`config.mk`:
```
export PLATFORM = sky130hd
export DESIGN_NAME = command_line_pipe_splitter
export DESIGN_NICKNAME = d
export VERILOG_FILES = /design/src/hdl/cpsplit_pkg.sv /design/src/hdl/cpsplit_parser.sv /design/src/hdl/cpsplit_queue.sv /design/src/hdl/command_line_pipe_splitter.sv
export SDC_FILE = /design/constraint.sdc
export NUM_CORES = 1
export LEC_CHECK = 0
export BUFFER_PORTS_ARGS = -buffer_cell sky130_fd_sc_hd__buf_4
export CAP_MARGIN = 20
export CORE_MARGIN = 2
export CORE_UTILIZATION = 45
export DETAILED_ROUTE_END_ITERATION = 8
export GPL_TIMING_DRIVEN = 0
export MAX_ROUTING_LAYER = met4
export PLACE_DENSITY = 0.66
export SKIP_LAST_GASP = 1
export SYNTH_ARGS = -nofsm -noshare
export SYNTH_HDL_FRONTEND = slang
export SYNTH_SLANG_ARGS = --single-unit
```
`constraint.sdc`:
```
create_clock -name clk -period 5.8 [get_ports clk]
set_clock_uncertainty 0.05 [all_clocks]
set_input_delay 1.16 -clock clk [delete_from_list [all_inputs] [get_ports clk]]
set_output_delay 1.16 -clock clk [all_outputs]
set_load 0.03 [all_outputs]
```
`src/hdl/cpsplit_pkg.sv`:
```
// shared types and constants for the command line pipe splitter
package cpsplit_pkg;

  localparam int CMD_W   = 4;
  localparam int EXE_W   = 7;
  localparam int ARG_W   = 9;
  localparam int Q_DEPTH = 4;
  localparam int Q_PTR_W = 2;
  localparam int Q_CNT_W = 3;
  localparam int RES_MAX = 3;

  localparam logic [7:0] TAB_BYTE   = 8'h09;
  localparam logic [7:0] SPACE_BYTE = 8'h20;
  localparam logic [7:0] PIPE_BYTE  = 8'h7c;

  typedef enum logic [1:0] {
    PH_LEAD = 2'd0,
    PH_EXE  = 2'd1,
    PH_GAP  = 2'd2,
    PH_ARGS = 2'd3
  } phase_t;

  typedef enum logic [1:0] {
    ST_OK       = 2'd0,
    ST_TOO_MANY = 2'd1,
    ST_TOO_BIG  = 2'd2
  } status_t;

  localparam logic KIND_CHAR   = 1'b0;
  localparam logic KIND_REPORT = 1'b1;
  localparam logic PART_EXE    = 1'b0;
  localparam logic PART_ARGS   = 1'b1;

  typedef struct packed {
    logic       item_kind;
    logic [2:0] command_index;
    logic       part;
    logic [7:0] out_char;
    logic [1:0] status;
    logic [3:0] command_count;
    logic       last;
  } result_t;

  typedef struct packed {
    logic [1:0] count;
    result_t    r0;
    result_t    r1;
    result_t    r2;
  } result_group_t;

endpackage

```
`src/hdl/cpsplit_parser.sv`:
```
// per-byte parse state and result generation
module cpsplit_parser #(
  parameter int MAX_COMMANDS = 8,
  parameter int MAX_EXE_LEN  = 64,
  parameter int MAX_ARG_LEN  = 256
) (
  input  logic                        clk,
  input  logic                        rst,
  input  logic                        accept,
  input  logic [7:0]                  in_byte,
  input  logic                        end_of_line,
  output cpsplit_pkg::result_group_t  group
);

  cpsplit_pkg::phase_t            phase, phase_next;
  logic [cpsplit_pkg::CMD_W-1:0]  cmd, cmd_next;
  logic [cpsplit_pkg::EXE_W-1:0]  exe_len, exe_len_next;
  logic [cpsplit_pkg::ARG_W-1:0]  arg_len, arg_len_next;
  logic                           space_pend, space_pend_next;
  logic                           seg_nonempty, seg_nonempty_next;
  logic [1:0]                     err, err_next;

  always_ff @(posedge clk) begin
    if (rst) begin
      phase        <= cpsplit_pkg::PH_LEAD;
      cmd          <= '0;
      exe_len      <= '0;
      arg_len      <= '0;
      space_pend   <= 1'b0;
      seg_nonempty <= 1'b0;
      err          <= cpsplit_pkg::ST_OK;
    end else if (accept) begin
      phase        <= phase_next;
      cmd          <= cmd_next;
      exe_len      <= exe_len_next;
      arg_len      <= arg_len_next;
      space_pend   <= space_pend_next;
      seg_nonempty <= seg_nonempty_next;
      err          <= err_next;
    end
  end

  always_comb begin
    logic                           ws;
    logic                           do_exe;
    logic                           do_arg;
    logic [cpsplit_pkg::ARG_W:0]    arg_need;
    logic [1:0]                     n;
    cpsplit_pkg::result_t           res [cpsplit_pkg::RES_MAX];
    cpsplit_pkg::result_t           blank;

    phase_next        = phase;
    cmd_next          = cmd;
    exe_len_next      = exe_len;
    arg_len_next      = arg_len;
    space_pend_next   = space_pend;
    seg_nonempty_next = seg_nonempty;
    err_next          = err;
    ws     = (in_byte == cpsplit_pkg::SPACE_BYTE) || (in_byte == cpsplit_pkg::TAB_BYTE);
    do_exe = 1'b0;
    do_arg = 1'b0;
    n      = 2'd0;
    blank  = '0;
    for (int i = 0; i < cpsplit_pkg::RES_MAX; i++) begin
      res[i] = blank;
    end
    arg_need = {1'b0, arg_len} + (space_pend ? (cpsplit_pkg::ARG_W+1)'(2)
                                             : (cpsplit_pkg::ARG_W+1)'(1));

    if (err == cpsplit_pkg::ST_OK) begin
      if (in_byte == cpsplit_pkg::PIPE_BYTE) begin
        if (seg_nonempty) begin
          cmd_next = cmd + 1'b1;
        end
        phase_next        = cpsplit_pkg::PH_LEAD;
        exe_len_next      = '0;
        arg_len_next      = '0;
        space_pend_next   = 1'b0;
        seg_nonempty_next = 1'b0;
      end else begin
        unique case (phase)
          cpsplit_pkg::PH_LEAD: begin
            if (in_byte != cpsplit_pkg::SPACE_BYTE) begin
              if (cmd >= cpsplit_pkg::CMD_W'(MAX_COMMANDS)) begin
                err_next = cpsplit_pkg::ST_TOO_MANY;
              end else begin
                seg_nonempty_next = 1'b1;
                phase_next        = cpsplit_pkg::PH_EXE;
                do_exe            = 1'b1;
              end
            end
          end
          cpsplit_pkg::PH_EXE: begin
            if (in_byte == cpsplit_pkg::SPACE_BYTE) begin
              phase_next = cpsplit_pkg::PH_GAP;
            end else begin
              do_exe = 1'b1;
            end
          end
          cpsplit_pkg::PH_GAP: begin
            if (!ws) begin
              phase_next = cpsplit_pkg::PH_ARGS;
              do_arg     = 1'b1;
            end
          end
          cpsplit_pkg::PH_ARGS: begin
            if (ws) begin
              space_pend_next = 1'b1;
            end else begin
              do_arg = 1'b1;
            end
          end
          default: begin
            phase_next = cpsplit_pkg::PH_LEAD;
          end
        endcase
      end
    end

    if (do_exe) begin
      if (exe_len >= cpsplit_pkg::EXE_W'(MAX_EXE_LEN)) begin
        err_next = cpsplit_pkg::ST_TOO_BIG;
      end else begin
        res[n].item_kind     = cpsplit_pkg::KIND_CHAR;
        res[n].command_index = cmd[2:0];
        res[n].part          = cpsplit_pkg::PART_EXE;
        res[n].out_char      = in_byte;
        n                    = n + 2'd1;
        exe_len_next         = exe_len + 1'b1;
      end
    end

    if (do_arg) begin
      if (arg_need > (cpsplit_pkg::ARG_W+1)'(MAX_ARG_LEN)) begin
        err_next = cpsplit_pkg::ST_TOO_BIG;
      end else begin
        if (space_pend) begin
          res[n].item_kind     = cpsplit_pkg::KIND_CHAR;
          res[n].command_index = cmd[2:0];
          res[n].part          = cpsplit_pkg::PART_ARGS;
          res[n].out_char      = cpsplit_pkg::SPACE_BYTE;
          n                    = n + 2'd1;
          space_pend_next      = 1'b0;
        end
        res[n].item_kind     = cpsplit_pkg::KIND_CHAR;
        res[n].command_index = cmd[2:0];
        res[n].part          = cpsplit_pkg::PART_ARGS;
        res[n].out_char      = in_byte;
        n                    = n + 2'd1;
        arg_len_next         = arg_need[cpsplit_pkg::ARG_W-1:0];
      end
    end

    if (end_of_line) begin
      res[n].item_kind     = cpsplit_pkg::KIND_REPORT;
      res[n].status        = err_next;
      res[n].command_count = cmd_next + {3'b000, seg_nonempty_next};
      res[n].last          = 1'b1;
      n                    = n + 2'd1;
      phase_next           = cpsplit_pkg::PH_LEAD;
      cmd_next             = '0;
      exe_len_next         = '0;
      arg_len_next         = '0;
      space_pend_next      = 1'b0;
      seg_nonempty_next    = 1'b0;
      err_next             = cpsplit_pkg::ST_OK;
    end

    group.count = n;
    group.r0    = res[0];
    group.r1    = res[1];
    group.r2    = res[2];
  end

endmodule

```
`src/hdl/cpsplit_queue.sv`:
```
// result queue taking up to three entries per cycle, one beat out per cycle unless out_stall
module cpsplit_queue (
  input  logic                        clk,
  input  logic                        rst,
  input  logic                        push,
  input  cpsplit_pkg::result_group_t  group,
  output logic                        room,
  output logic                        out_valid,
  input  logic                        out_stall,
  output cpsplit_pkg::result_t        head_item
);

  cpsplit_pkg::result_t                 entries [cpsplit_pkg::Q_DEPTH];
  logic [cpsplit_pkg::Q_PTR_W-1:0]      head, head_next;
  logic [cpsplit_pkg::Q_PTR_W-1:0]      tail, tail_next;
  logic [cpsplit_pkg::Q_CNT_W-1:0]      count, count_next;
  logic                                 pop;
  logic [1:0]                           n_in;

  assign n_in      = push ? group.count : 2'd0;
  assign out_valid = (count != '0);
  assign pop       = out_valid && !out_stall;
  assign room      = (count <= cpsplit_pkg::Q_CNT_W'(cpsplit_pkg::Q_DEPTH - cpsplit_pkg::RES_MAX));
  assign head_item = entries[head];

  always_comb begin
    head_next  = head + (pop ? cpsplit_pkg::Q_PTR_W'(1) : '0);
    tail_next  = tail + cpsplit_pkg::Q_PTR_W'(n_in);
    count_next = count + cpsplit_pkg::Q_CNT_W'(n_in)
                 - (pop ? cpsplit_pkg::Q_CNT_W'(1) : '0);
  end

  always_ff @(posedge clk) begin
    if (rst) begin
      head  <= '0;
      tail  <= '0;
      count <= '0;
    end else begin
      head  <= head_next;
      tail  <= tail_next;
      count <= count_next;
    end
  end

  always_ff @(posedge clk) begin
    if (n_in > 2'd0) begin
      entries[tail] <= group.r0;
    end
    if (n_in > 2'd1) begin
      entries[tail + cpsplit_pkg::Q_PTR_W'(1)] <= group.r1;
    end
    if (n_in > 2'd2) begin
      entries[tail + cpsplit_pkg::Q_PTR_W'(2)] <= group.r2;
    end
  end

endmodule

```
`src/hdl/command_line_pipe_splitter.sv`:
```
// top level of the command line pipe splitter
// Usage: feed the command line one byte per beat on the input channel
// (in_valid, in_stall, in_byte, end_of_line), with end_of_line high on the
// final byte. Each kept character leaves as one beat on the output channel
// (out_valid, out_stall, item_kind and the other result fields), tagged with
// its command index and part; after the final byte a report beat follows
// with status and command count, and last high.
// The results of a byte are written into the result queue when it is accepted.
// Throughput: one byte per cycle while out_stall is low and each byte
// makes at most one beat; a byte making two or three beats (owed space,
// character, report) holds the input for the extra cycles needed to drain
// the four-entry result queue, which sets the rate.
// in_stall is high while the queue cannot take three more beats, so a
// stalled receiver backs up into the input without losing anything.
// Reset (rst, synchronous) empties the queue and returns the parser to the
// start of a line.
module command_line_pipe_splitter #(
  parameter int MAX_COMMANDS = 8,
  parameter int MAX_EXE_LEN  = 64,
  parameter int MAX_ARG_LEN  = 256
) (
  input  logic       clk,
  input  logic       rst,
  input  logic       in_valid,
  output logic       in_stall,
  input  logic [7:0] in_byte,
  input  logic       end_of_line,
  output logic       out_valid,
  input  logic       out_stall,
  output logic       item_kind,
  output logic [2:0] command_index,
  output logic       part,
  output logic [7:0] out_char,
  output logic [1:0] status,
  output logic [3:0] command_count,
  output logic       last
);

  cpsplit_pkg::result_group_t group;
  cpsplit_pkg::result_t       head_item;
  logic                       room;
  logic                       accept;

  assign in_stall = !room;
  assign accept   = in_valid && room;

  cpsplit_parser #(
    .MAX_COMMANDS (MAX_COMMANDS),
    .MAX_EXE_LEN  (MAX_EXE_LEN),
    .MAX_ARG_LEN  (MAX_ARG_LEN)
  ) u_parser (
    .clk         (clk),
    .rst         (rst),
    .accept      (accept),
    .in_byte     (in_byte),
    .end_of_line (end_of_line),
    .group       (group)
  );

  cpsplit_queue u_queue (
    .clk       (clk),
    .rst       (rst),
    .push      (accept),
    .group     (group),
    .room      (room),
    .out_valid (out_valid),
    .out_stall (out_stall),
    .head_item (head_item)
  );

  assign item_kind     = head_item.item_kind;
  assign command_index = head_item.command_index;
  assign part          = head_item.part;
  assign out_char      = head_item.out_char;
  assign status        = head_item.status;
  assign command_count = head_item.command_count;
  assign last          = head_item.last;

endmodule
```
### Yosys cells after proc, flatten, opt, wreduce, memory -nomap -nowiden

Memories as Yosys holds them, arrays and structs flattened. A register that Yosys moved wholly into a read port is not among the register bits.
Cells that the tools add are included.

| storage, ports and cells | value |
|---|---|
| memory bits (writable) | 80 |
| logic and storage cells | 185 |
| flip-flop bits (word level) | 33 |
| memories | 1 |

Memory list:

| name | depth | bits a word | read ports | clocked after Yosys merged registers in | wr ports | line | RTL |
|---|---|---|---|---|---|---|---|
| u_queue.entries | 4 | 20 | 1 | 1 | 3 | cpsplit_queue.sv:13 | `cpsplit_pkg::result_t entries [cpsplit_pkg::Q_DEPTH];` |

| operators by class | value |
|---|---|
| reductions and logical operators | 15 |
| $lt $le $gt $ge | 13 |
| add/subtract/negate cells | 13 |
| eq/ne operators | 11 |
| multiplexer cells | 119 |
| bitwise operators | 3 |

Operator list:

| kind | count |
|---|---|
| $bwmux W60 | 12 |
| $demux W20 S2 | 12 |
| $mux W60 | 6 |
| $mux W20 | 3 |
| $mux W2 | 27 |
| $mux W9 | 5 |
| $mux W7 | 6 |
| $mux W19 | 2 |
| $mux W1 | 33 |
| $mux W16 | 2 |
| $mux W15 | 2 |
| $mux W4 | 4 |
| $mux W13 | 1 |
| $mux W12 | 1 |
| $add A9 B10 Y10 | 1 |
| $gt A10 B9 Y1 const B | 1 |
| $ge A3 B3 Y1 const B | 3 |
| $lt A3 B1 Y1 const B | 3 |
| $not A2 Y3 | 3 |
| $add A2 B1 Y2 const B | 4 |
| $eq A8 B4 Y1 const B | 1 |
| $eq A8 B6 Y1 const B | 1 |
| $eq A8 B7 Y1 const B | 1 |
| $ne A4 B2 Y1 const B | 2 |
| other kinds (29) | 38 |

### Logic depth before layout (Yosys ltp)

Gate-level depths: netlist of run 1.

| depth | value |
|---|---|
| depth in word-level cells | 30 |
| gate-level depth with buffers | 20 |

### By module

Synthesis of run 1 repeated with hierarchy kept, for this count alone.

| second synthesis, totals | value |
|---|---|
| cells, all modules | 830 |
| area total of the unflattened synthesis | 7,706.1 um^2 |

By module, submodules not included:

| module | sequential area each (um^2) | cells each | times used | area an instance (um^2) |
|---|---|---|---|---|
| cpsplit_queue | 2,542.4 | 492 | 1 | 5,168.7 |
| cpsplit_parser | 520.5 | 336 | 1 | 2,527.4 |
| command_line_pipe_splitter | 0.0 | 2 | 1 | 10.0 |

### Worst setup path after synthesis of run 1

No wires, ideal clock.

| path | value |
|---|---|
| path kind | input to register |
| from | in in_byte[0] |
| to | mem u_queue.entries[0][0] (netlist name), enable pin |
| cell stages on the path | 14 |
| buffers on the path | 1 |
| path slack | -0.271 ns |
| data arrival time | 5.596 ns |
| library setup time | 0.425 ns |
| cells stage by stage | or4b_1 > o21ai_0 > or4_1 > clkbuf_1 > ha_1 > nor3_2 > nor2_1 > ha_1 > nand2_1 > o41a_4 > nor2_2 > inv_1 > a21o_1 > a211oi_1 |

RTL lines:

| what | line | RTL |
|---|---|---|
| start, declared | command_line_pipe_splitter.sv:26 | `input logic [7:0] in_byte,` |
| end, declared | cpsplit_queue.sv:13 |  |

### Final worst setup path of run 1

| path | value |
|---|---|
| from | in in_byte[5] |
| to | reg u_queue.count[2] (netlist name) |

| on the way | value |
|---|---|
| cells in the longest elaborated chain, start to end | 18 |
| elaborated cells between the ends (all ways) | 27 |

Ends and longest elaborated chain:

| what | line | RTL |
|---|---|---|
| $eq A8 B6 Y1 / $ne A8 B6 Y1 (equally long branches) | cpsplit_parser.sv:59, cpsplit_parser.sv:94, cpsplit_parser.sv:83 |  |
| $mux W1 (on tied branches) | cpsplit_parser.sv:94, cpsplit_parser.sv:83 |  |
| $pmux W1 S2 | cpsplit_parser.sv:81 | `unique case (phase)` |
| $mux W1 | cpsplit_parser.sv:71 | `if (in_byte == cpsplit_pkg::PIPE_BYTE) begin` |
| $mux W1 | cpsplit_parser.sv:70 | `if (err == cpsplit_pkg::ST_OK) begin` |
| $mux W2 | cpsplit_parser.sv:120 | `if (do_exe) begin` |
| $add A2 B1 Y2 | cpsplit_parser.sv:142 | `n = n + 2'd1;` |
| $mux W2 | cpsplit_parser.sv:137 | `if (space_pend) begin` |
| (+2 left out) | - |  |
| $add A2 B1 Y2 | cpsplit_parser.sv:149 | `n = n + 2'd1;` |
| $mux W2 | cpsplit_parser.sv:134 | `if (arg_need > (cpsplit_pkg::ARG_W+1)'(MAX_ARG_LEN)) begin` |
| $mux W2 * | cpsplit_parser.sv:133 | `if (do_arg) begin` |
| $add A2 B1 Y2 | cpsplit_parser.sv:159 | `n = n + 2'd1;` |
| $mux W2 * | cpsplit_parser.sv:154 | `if (end_of_line) begin` |
| $mux W2 * | cpsplit_queue.sv:20 | `assign n_in = push ? group.count : 2'd0;` |
| $add A3 B2 Y3 * | cpsplit_queue.sv:29 | `count_next = count + cpsplit_pkg::Q_CNT_W'(n_in)` |
| $sub A3 B3 Y3 * | cpsplit_queue.sv:30 | `- (pop ? cpsplit_pkg::Q_CNT_W'(1) : '0);` |
| end signal, assigned | cpsplit_queue.sv:41 | `count <= count_next;` |
| end, declared | cpsplit_queue.sv:16 | `logic [cpsplit_pkg::Q_CNT_W-1:0] count, count_next;` |

Every way passes the cells marked *; elsewhere a longest branch is shown, timed or not. The select of a mux whose other input is x is not followed.
A chain may end at the register's enable or synchronous reset.

==> results of run 1 <==
[cells by family after synthesis]
kind of cell,share of synthesized area (%)
compound gates,11.6
buf+inv,3.31
xor+xnor,1.79
flops,46.3
mux,12.2
fa+ha+maj,5.55
simple gates,19.3
[area by class of cell]
type	count	area (um2)
inverters	25	93.8
clock buffers	9	225
well taps	180	225
clock inverters	7	72.6
plain buffers	28	118
repair buffers	40	332
multi-input cells	434	3240
fillers	1239	6580
flip-flops and latches	109	2940
[power by group]
group          internal, uW  switching, uW  leakage (uW)
clock network           305            317      0.000143
logic                   397            620       0.00148
registers               962           31.8      0.000979
total                  1660            968       0.00260
[layer usage]
metal	part of all wire, %	track usage, %
met2	51	36.9
met1	44	25.3
met5	0	-
met4	1.3	6.54
met3	3.7	3.21
[stage by stage]
| stage | std cells | total power [uW] |
|---|---|---|
| after global routing | 832 | 2770 |
| after global placement | 809 | 1980 |
| after detailed placement | 814 | 2030 |
| after CTS | 830 | 2650 |
| after floorplan | 596 | 1700 |
| final | 832 | 2630 |
[how the worst max path moves through the flow]
stage                                             endpoint  depth (start not counted)       start
final                          u_queue.count[2]$_SDFF_PP0_                         18  in_byte[5]
after global routing           u_queue.count[2]$_SDFF_PP0_                         18  in_byte[5]
after CTS                  u_queue.entries[0][8]$_DFFE_PP_                         16  in_byte[0]
after detailed placement   u_queue.entries[0][5]$_DFFE_PP_                         16  in_byte[0]
after global placement    u_queue.entries[1][16]$_DFFE_PP_                         14  in_byte[0]
after floorplan            u_queue.entries[1][0]$_DFFE_PP_                         13  in_byte[0]
[timing repair]
item | 4_1_cts | 5_1_grt
gates resized for setup | 0 | 4
buffers inserted | 0 | 2
setup endpoints to repair | 0 | 67
[worst max-delay path: stages]
cell and delay (ns):
buf_4 0.14, or4b_1 0.32, o21ai_0 0.16, or4_1 0.55
buf_2 0.23, ha_1 0.21, clkbuf_1 0.23, or3_1 0.49
ha_1 0.34, nand2_1 0.14, o41a_4 0.19, nor2_2 0.18
inv_1 0.17, ha_1 0.33, fa_1 0.45, xnor2_1 0.20
xnor2_1 0.14, nor2_1 0.05
[sequential cells by signal (all words and copies together), names as in the netlist]
| signal | cells |
|---|---|
| u_parser.phase | 2 |
| u_parser.seg_nonempty | 1 |
| u_queue.entries | 76 |
| u_parser.space_pend | 1 |
| u_queue.count | 3 |
| u_parser.cmd | 4 |
| u_parser.arg_len | 9 |
| u_queue.head | 2 |
| u_parser.err | 2 |
| u_queue.tail | 2 |
| u_parser.exe_len | 7 |
[layout by cell type (no fill, tap or decap), types with 6 or more instances in the layout]
| cell type | n |
|---|---|
| and2_1 | 44 |
| nand3_1 | 17 |
| ha_1 | 25 |
| edfxtp_1 | 76 |
| nor2_1 | 85 |
| o21ai_0 | 20 |
| mux2i_1 | 26 |
| nand2_1 | 35 |
| nor2b_1 | 6 |
| buf_4 | 37 |
| dfxtp_1 | 33 |
| nor3_1 | 8 |
| a21oi_1 | 23 |
| xnor2_1 | 12 |
| a22oi_1 | 11 |
| clkbuf_16 | 9 |
| inv_1 | 24 |
| clkbuf_1 | 18 |
| buf_2 | 7 |
| mux4_2 | 19 |
==> metrics.txt, run 1 <==
outcome finished clean; Slew Limit Fails 0; PortBufs 33; CTS Buf Count 9; Tot GR Track Use 21.2%; power density cells 363 nW/um2; CTS tree built; syn nets 636; asr flop ratio synth 0%; Pleak 0.00260 uW; Final Critical Period 5.51 ns; Initial Util 46.0%; synthesized area 6360 um2; vias in the first global route 4500; htree depth 3; placer congestion estimate 0.945; HP Start u_parser.arg_len[0]$_SDFFE_PP0P_; highest clock rate 0.181 GHz; remaining antenna violation count 0; clk sinks 109; EDFF count, synth 76; Avg Inst Size Synth 10.7 um2; utilization after layout 52.4%; Hold-fix buffers, CTS 0; CP Class input pin to register; Post-synth top cells 85 x nor2_1, 76 x edfxtp_1, 44 x and2_1; hold depth 2; Final Hold Viols 0; Post-synth top flop edfxtp_1; DIE WIDTH 123 um; critical path data required time 5.98 ns; WHS 0.470 ns; grt total ovfl 0; synth warn 0; Chip Height 123 um; post-route cell area 7250 um2; clk_lat worst skew 0.36 ns; CP endpoint kind register; max_cap viols 0; synthesized instance count 596; Detailed Route Iter0 Violations 310; DIE AREA 15100 um2; flop2flop setup slack 0.53 ns; cells on worst reg2reg path 19; core area 13800 um2; final WL 14.8 mm; Synth cell types 72; Synth top area share 35.9%; Clk pin slew, worst setup/hold paths 0.07 ns; placement row count 43; hold crit path type register to register; drt wl/cell 17.8 um; Synth area leader edfxtp_1; VDD IR max 0.000165 V; Via density 5.59; P&R area growth vs syn 14.0%; main area contributors after synthesis edfxtp_1 36%, dfxtp_1 10%, mux4_2 6.7%, nor2_1 5.0%, ha_1 4.9%; reg-to-reg endpoint u_queue.count[2]$_SDFF_PP0_; RSZ-0062 raised after global routing no; Tightest Pin Transition 1.03 ns; antenna cells 0; Top Ports 35; Crit Path Max Fanout 12; share of layout cells above drive strength 1 17.0%; Placed Area 6930 um2; drt first pass iters 5; Hold EP u_parser.arg_len[0]$_SDFFE_PP0P_; post-synthesis register bit count 109; worst setup margin 0.289 ns; DP Worst Slack -0.307 ns; final setup fails 0; Final nets 687; Crit Reg-Reg Startpoint u_parser.space_pend$_SDFFE_PP0P_; number of antenna violations at the first check in global routing 0; clock buffer depth 2; residual DRC count 0; first-pass GRT wire length 23.4 mm; Critical Path AT 5.69 ns; Slew HR 30.8%; setup TNS 0 ns; pin count of the biggest net entering global routing 22; share of the clock period used by the worst path 95.0%; register area share after synthesis 46.3%; most common cell in the netlist nor2_1; CP startpoint kind input pin; Clock Tree Root clkbuf_16; hpwl dp 10.9 mm; Via Count 4652
Power figures use the tool's default switching activity.
==> run 2, diff against run 1 <==
--- a/config.mk
+++ b/config.mk
@@ -7,7 +7,6 @@
 export LEC_CHECK = 0
 export BUFFER_PORTS_ARGS = -buffer_cell sky130_fd_sc_hd__buf_4
 export CAP_MARGIN = 20
-export CORE_MARGIN = 2
 export CORE_UTILIZATION = 45
 export DETAILED_ROUTE_END_ITERATION = 8
 export GPL_TIMING_DRIVEN = 0
==> run 2 against run 1 <==
Die area decreased by 3.2%. Cell count shrank 0.24%. Maximum frequency fell by 0.17%. Non-clock buffer count decreased by 2. Critical path type unchanged. Setup slack got worse by 0.0092 ns. Flip-flop and latch count stayed put.
==> metrics.txt, run 2 (same netlist as run 1, synthesis figures left out) <==
drt first pass iters 7; power density cells 364 nW/um2; placement row count 43; cell repeated most along the worst path ha_1; share of the clock period used by the worst path 95.2%; antenna cells 0; CP max-delay cell or4_1; max_cap viols 0; PortBufs 33; flop2flop setup slack 0.56 ns; most frequent cells in the layout 85 x nor2_1, 76 x edfxtp_1, 44 x and2_1; Final Hold Viols 0; RSZ-0062 raised after global routing no; Clock Tree Root clkbuf_16; crit path to u_queue.count[2]$_SDFF_PP0_; Crit Reg-Reg Startpoint u_parser.space_pend$_SDFFE_PP0P_; htree depth 3; CP endpoint kind register; Tot GR Track Use 22.3%; VDD IR max 0.000152 V; Via Count 4703; commonest non-fill, non-tap cell in the layout nor2_1; hold crit path type register to register; reg-to-reg endpoint u_queue.count[2]$_SDFF_PP0_; CP Class input pin to register; Critical Path AT 5.69 ns; Pleak 0.00259 uW; multi-input gate area in the final layout 3240 um2; largest stage delay on the critical path 0.54 ns; Total Power 2640 uW; clk sinks 109; CP Buf/Inv Count 4; Initial Util 46.0%; core area 13800 um2; Final Critical Period 5.52 ns; Slew Limit Fails 0; drt wl/cell 18.0 um; remaining antenna violation count 0; Detailed Route Iter0 Violations 378; Placed Area 6940 um2; Post-CTS Resized 0; final WL 14.9 mm; Tightest Pin Transition 1.06 ns; outcome finished clean; setup TNS 0 ns; Via density 5.67; Chip Height 121 um; Regs by FF count u_queue.entries x76, u_parser.arg_len x9, u_parser.exe_len x7; P&R area growth vs syn 14.1%; share of layout cells above drive strength 1 16.6%; Register Area 2940 um2; Crit Path Max Fanout 12; Hold-fix buffers, CTS 0; Clk pin slew, worst setup/hold paths 0.07 ns; number of antenna violations at the first check in global routing 0; CP startpoint kind input pin; post-route cell area 7250 um2; filler instances 1234; critical path data required time 5.97 ns; grt total ovfl 0; Slew HR 28.5%; clk_lat worst skew 0.35 ns; DIE AREA 14600 um2; CTS Buf Count 9; residual DRC count 0; highest clock rate 0.181 GHz; first-pass GRT wire length 24.0 mm; pin count of the biggest net entering global routing 20; crit path from in_byte[5]; CP cell instances buf_4 > or4b_1 > o21ai_0 > or4_1 > clkbuf_2 > ha_1 > clkbuf_1 > or3_1 > ha_1 > nand2_1 > o41a_4 > nor2_2 > inv_1 > ha_1 > fa_1 > xnor2_1 > xnor2_1 > nor2_1; cell family with most CP delay simple AND/OR/NAND/NOR gates; Final nets 685; hpwl dp 11.1 mm; vias in the first global route 4662; cells on worst reg2reg path 19; Post-CTS Setup Bufs 0; max reg flops 76; CTS tree built; placer congestion estimate 0.914; register with the most flip-flops u_queue.entries; final setup fails 0; DIE WIDTH 121 um; Crit path depth 18; Top Ports 35; clock buffer depth 2
==> run 2: metrics by stage <==
step / hold slack [ns] / utilization, % / instances / setup WS, ns
final: 0.468 / 52.5 / 830 / 0.279
after global routing: 0.505 / 52.5 / 830 / 0.00577
after CTS: 0.470 / 52.4 / 830 / 0.196
after detailed placement: 0.458 / 50.2 / 814 / -0.166
after global placement: 0.441 / 49.5 / 809 / -0.923
after floorplan: 0.412 / - / 596 / 0.375
==> run 2: final cells by class <==
class | count | area share, %
multi-input combinational | 434 | 44.7
sequential | 109 | 40.6
timing repair buffer | 38 | 4.47
clock buffer | 9 | 3.10
tap | 180 | 3.10
buffer | 28 | 1.62
inverter | 25 | 1.29
clock inverter | 7 | 1.16
==> run 2: worst min-delay path by stage <==
stage                                           startpoint                               end  slack, ns  cells after the start
after detailed placement  u_parser.exe_len[6]$_SDFFE_PP0P_  u_parser.exe_len[6]$_SDFFE_PP0P_       0.46                      2
after CTS                 u_parser.exe_len[6]$_SDFFE_PP0P_  u_parser.exe_len[6]$_SDFFE_PP0P_       0.47                      2
final                     u_parser.arg_len[0]$_SDFFE_PP0P_  u_parser.arg_len[0]$_SDFFE_PP0P_       0.47                      2
after global routing      u_parser.arg_len[0]$_SDFFE_PP0P_  u_parser.arg_len[0]$_SDFFE_PP0P_       0.50                      2
after global placement    u_parser.exe_len[6]$_SDFFE_PP0P_  u_parser.exe_len[6]$_SDFFE_PP0P_       0.44                      2
after floorplan           u_parser.exe_len[6]$_SDFFE_PP0P_  u_parser.exe_len[6]$_SDFFE_PP0P_       0.41                      2
==> run 2: tightest hold or removal path, stage by stage (launching register included) <==
cell,delay (ns)
dfxtp_1,0.33
a22oi_1,0.08
nor2_1,0.07
==> run 2: routing by layer <==
layer / track usage [%] / up-vias / part of all wire (%)
met3: 3.81 / 14 / 3.7
li1: - / 2273 / -
met4: 6.17 / 0 / 1.6
met1: 27.0 / 2320 / 44
met5: - / - / 0
met2: 38.3 / 96 / 51
==> run 2: power by group <==
| part | total (uW) | internal (uW) | leakage (uW) | switching, uW |
|---|---|---|---|---|
| clock network | 635 | 341 | 0.000147 | 294 |
| registers | 994 | 962 | 0.000979 | 32.5 |
| logic | 1010 | 395 | 0.00147 | 617 |
==> run 3, diff against run 2 <==
--- a/config.mk
+++ b/config.mk
@@ -12,6 +12,7 @@
 export GPL_TIMING_DRIVEN = 0
 export MAX_ROUTING_LAYER = met4
 export PLACE_DENSITY = 0.66
+export RECOVER_POWER = 50
 export SKIP_LAST_GASP = 1
 export SYNTH_ARGS = -nofsm -noshare
 export SYNTH_HDL_FRONTEND = slang
==> constraint.sdc (replaced) <==
create_clock -name clk -period 5 [get_ports clk]
set_clock_uncertainty 0.05 [all_clocks]
set_input_delay 1 -clock clk [delete_from_list [all_inputs] [get_ports clk]]
set_output_delay 1 -clock clk [all_outputs]
set_load 0.03 [all_outputs]
==> run 3 against run 2 <==
Die area unchanged. Via count grew 1.2%. Sequential share of layout area decreased by 0.42 points. Wire length up 1.0%. Register-to-register slack worse by 0.35 ns. Global-route usage up 0.55 points. Sequential power up 16%. Largest cell class unchanged. Largest power group unchanged.
==> metrics.txt, run 3 (same netlist as run 1, synthesis figures left out) <==
CP cell instances buf_4 > or4b_4 > o21ai_1 > or4_4 > clkbuf_4 > ha_1 > clkbuf_2 > or3_4 > ha_1 > nand2_1 > o41a_4 > nor2_4 > inv_2 > ha_1 > fa_1 > xnor2_1 > xnor2_1 > nor2_1; share of layout cells above drive strength 1 17.4%; filler instances 1217; multi-input gate area in the final layout 3320 um2; hold depth 2; power density cells 418 nW/um2; crit path from in_byte[5]; VDD IR max 0.000187 V; vias in the first global route 4652; reg-to-reg endpoint u_queue.count[2]$_SDFF_PP0_; Slew Limit Fails 0; share of the clock period used by the worst path 98.5%; PortBufs 33; Via density 5.69; Total Power 3070 uW; final setup fails 0; met2 usage 38.4%; register with the most flip-flops u_queue.entries; Most Crowded Layer GR met2; critical path data required time 5.18 ns; residual DRC count 0; Pleak 0.00258 uW; antenna cells 0; Via Count 4758; hold crit path type register to register; CTS tree built; RSZ-0062 raised after global routing yes; Cells after DPL 812; clock buffer depth 2; cells on worst reg2reg path 19; Clock Tree Root clkbuf_16; Crit path depth 18; Crit Reg-Reg Startpoint u_parser.space_pend$_SDFFE_PP0P_; largest stage delay on the critical path 0.51 ns; met1 GRT Util 27.2%; Tot GR Track Use 22.8%; clk_lat worst skew 0.36 ns; Crit Path Max Fanout 12; drt wl/cell 18.0 um; sequential share of power 37.6%; commonest non-fill, non-tap cell in the layout nor2_1; Clk pin slew, worst setup/hold paths 0.07 ns; Detailed Route Iter0 Violations 460; Register Area 2940 um2; hpwl dp 10.9 mm; cell repeated most along the worst path ha_1; pin count of the biggest net entering global routing 20; htree depth 3; drt first pass iters 5; outcome finished clean; most frequent cells in the layout 85 x nor2_1, 76 x edfxtp_1, 43 x and2_1; highest clock rate 0.203 GHz; CP max-delay cell or4_4; DIE WIDTH 121 um; P&R area growth vs syn 15.3%; Slew HR 32.2%; CP Class input pin to register; worst setup margin 0.0769 ns; flop2flop setup slack 0.21 ns; Hold-fix buffers, CTS 0; max_cap viols 0; Regs by FF count u_queue.entries x76, u_parser.arg_len x9, u_parser.exe_len x7; routing usage on met3 3.52%; crit path to u_queue.count[2]$_SDFF_PP0_; fin cells 836; core area 13800 um2; remaining antenna violation count 0; DP Worst Slack -0.882 ns; Final nets 691; Final Hold Viols 0; CTS Buf Count 9; clk sinks 109; CP Buf/Inv Count 4; number of antenna violations at the first check in global routing 0; first-pass GRT wire length 24.3 mm; DIE AREA 14600 um2; Pint 1950 uW; Chip Height 121 um; Top Ports 35; Initial Util 46.0%; max reg flops 76; Net Sw Frac 36.4%; setup TNS 0 ns; Tightest Pin Transition 1.01 ns; combinational share of power 38.0%; Final Critical Period 4.92 ns; placement row count 43; CP startpoint kind input pin; grt total ovfl 0; final WL 15.1 mm; placer congestion estimate 0.913; clock share of power 24.4%; Critical Path AT 5.10 ns; cell family with most CP delay simple AND/OR/NAND/NOR gates; CP endpoint kind register; P_sw 1120 uW
[run 3: repair_timing]
action | 4_1_cts | 5_1_grt
resized for setup | 7 | 13
hold endpoints to repair | 0 | 0
endpoints found under the setup margin | 121 | 66
buffers inserted | 4 | 4
pin swaps | 3 | 2
gates cloned | 0 | 0
[run 3: how the worst min path moves through the flow]
stage / from / endpoint
floorplan: u_parser.exe_len[6]$_SDFFE_PP0P_ / u_parser.exe_len[6]$_SDFFE_PP0P_
global placement: u_parser.exe_len[6]$_SDFFE_PP0P_ / u_parser.exe_len[6]$_SDFFE_PP0P_
detailed placement: u_parser.exe_len[6]$_SDFFE_PP0P_ / u_parser.exe_len[6]$_SDFFE_PP0P_
CTS: u_parser.exe_len[6]$_SDFFE_PP0P_ / u_parser.exe_len[6]$_SDFFE_PP0P_
global route: u_parser.exe_len[6]$_SDFFE_PP0P_ / u_parser.exe_len[6]$_SDFFE_PP0P_
finish: u_parser.exe_len[6]$_SDFFE_PP0P_ / u_parser.exe_len[6]$_SDFFE_PP0P_
[run 3: power groups by stage]
stage                     Clock [uW]  Combinational, uW  Sequential, uW
final                            749               1170            1150
after global routing             797               1260            1160
after CTS                        760               1200            1150
after detailed placement           0               1170            1180
after global placement             0               1130            1170
after floorplan                    0                819            1160
[run 3: worst register-to-register path: stages (launching register included)]
cell and delay (ns):
dfxtp_2 0.38, inv_1 0.15, ha_1 0.19, inv_1 0.06, fa_2 0.38, nand3b_1 0.20, or2_2 0.38, and2_0 0.18
a21boi_2 0.21, or3_4 0.43, ha_1 0.31, nand2_1 0.14, o41a_4 0.19, nor2_4 0.15, inv_2 0.10, ha_1 0.32
fa_1 0.47, xnor2_1 0.18, xnor2_1 0.14, nor2_1 0.05
[run 3: final cells by class]
class,instances,share of cell area [%]
multi-input combinational,434,45.2
sequential,109,40.1
timing repair buffer,44,4.44
clock buffer,10,3.12
tap,180,3.07
buffer,28,1.66
inverter,25,1.28
clock inverter,6,1.06
[run 3: per-stage QoR]
stage	cell area, um2	util [%]	hold slack (ns)
5_1_grt	7330	53.0	0.483
2_1_floorplan	6390	-	0.412
3_5_place_dp	6900	49.9	0.445
6_report	7330	53.0	0.465
4_1_cts	7290	52.7	0.456
3_3_place_gp	6870	49.7	0.441
[run 3: metal layers]
layer	part of all wire [%]	wire length (um)
met1	43	6530
met2	50	7560
met3	3.7	565
met4	2.8	418
met5	0	0
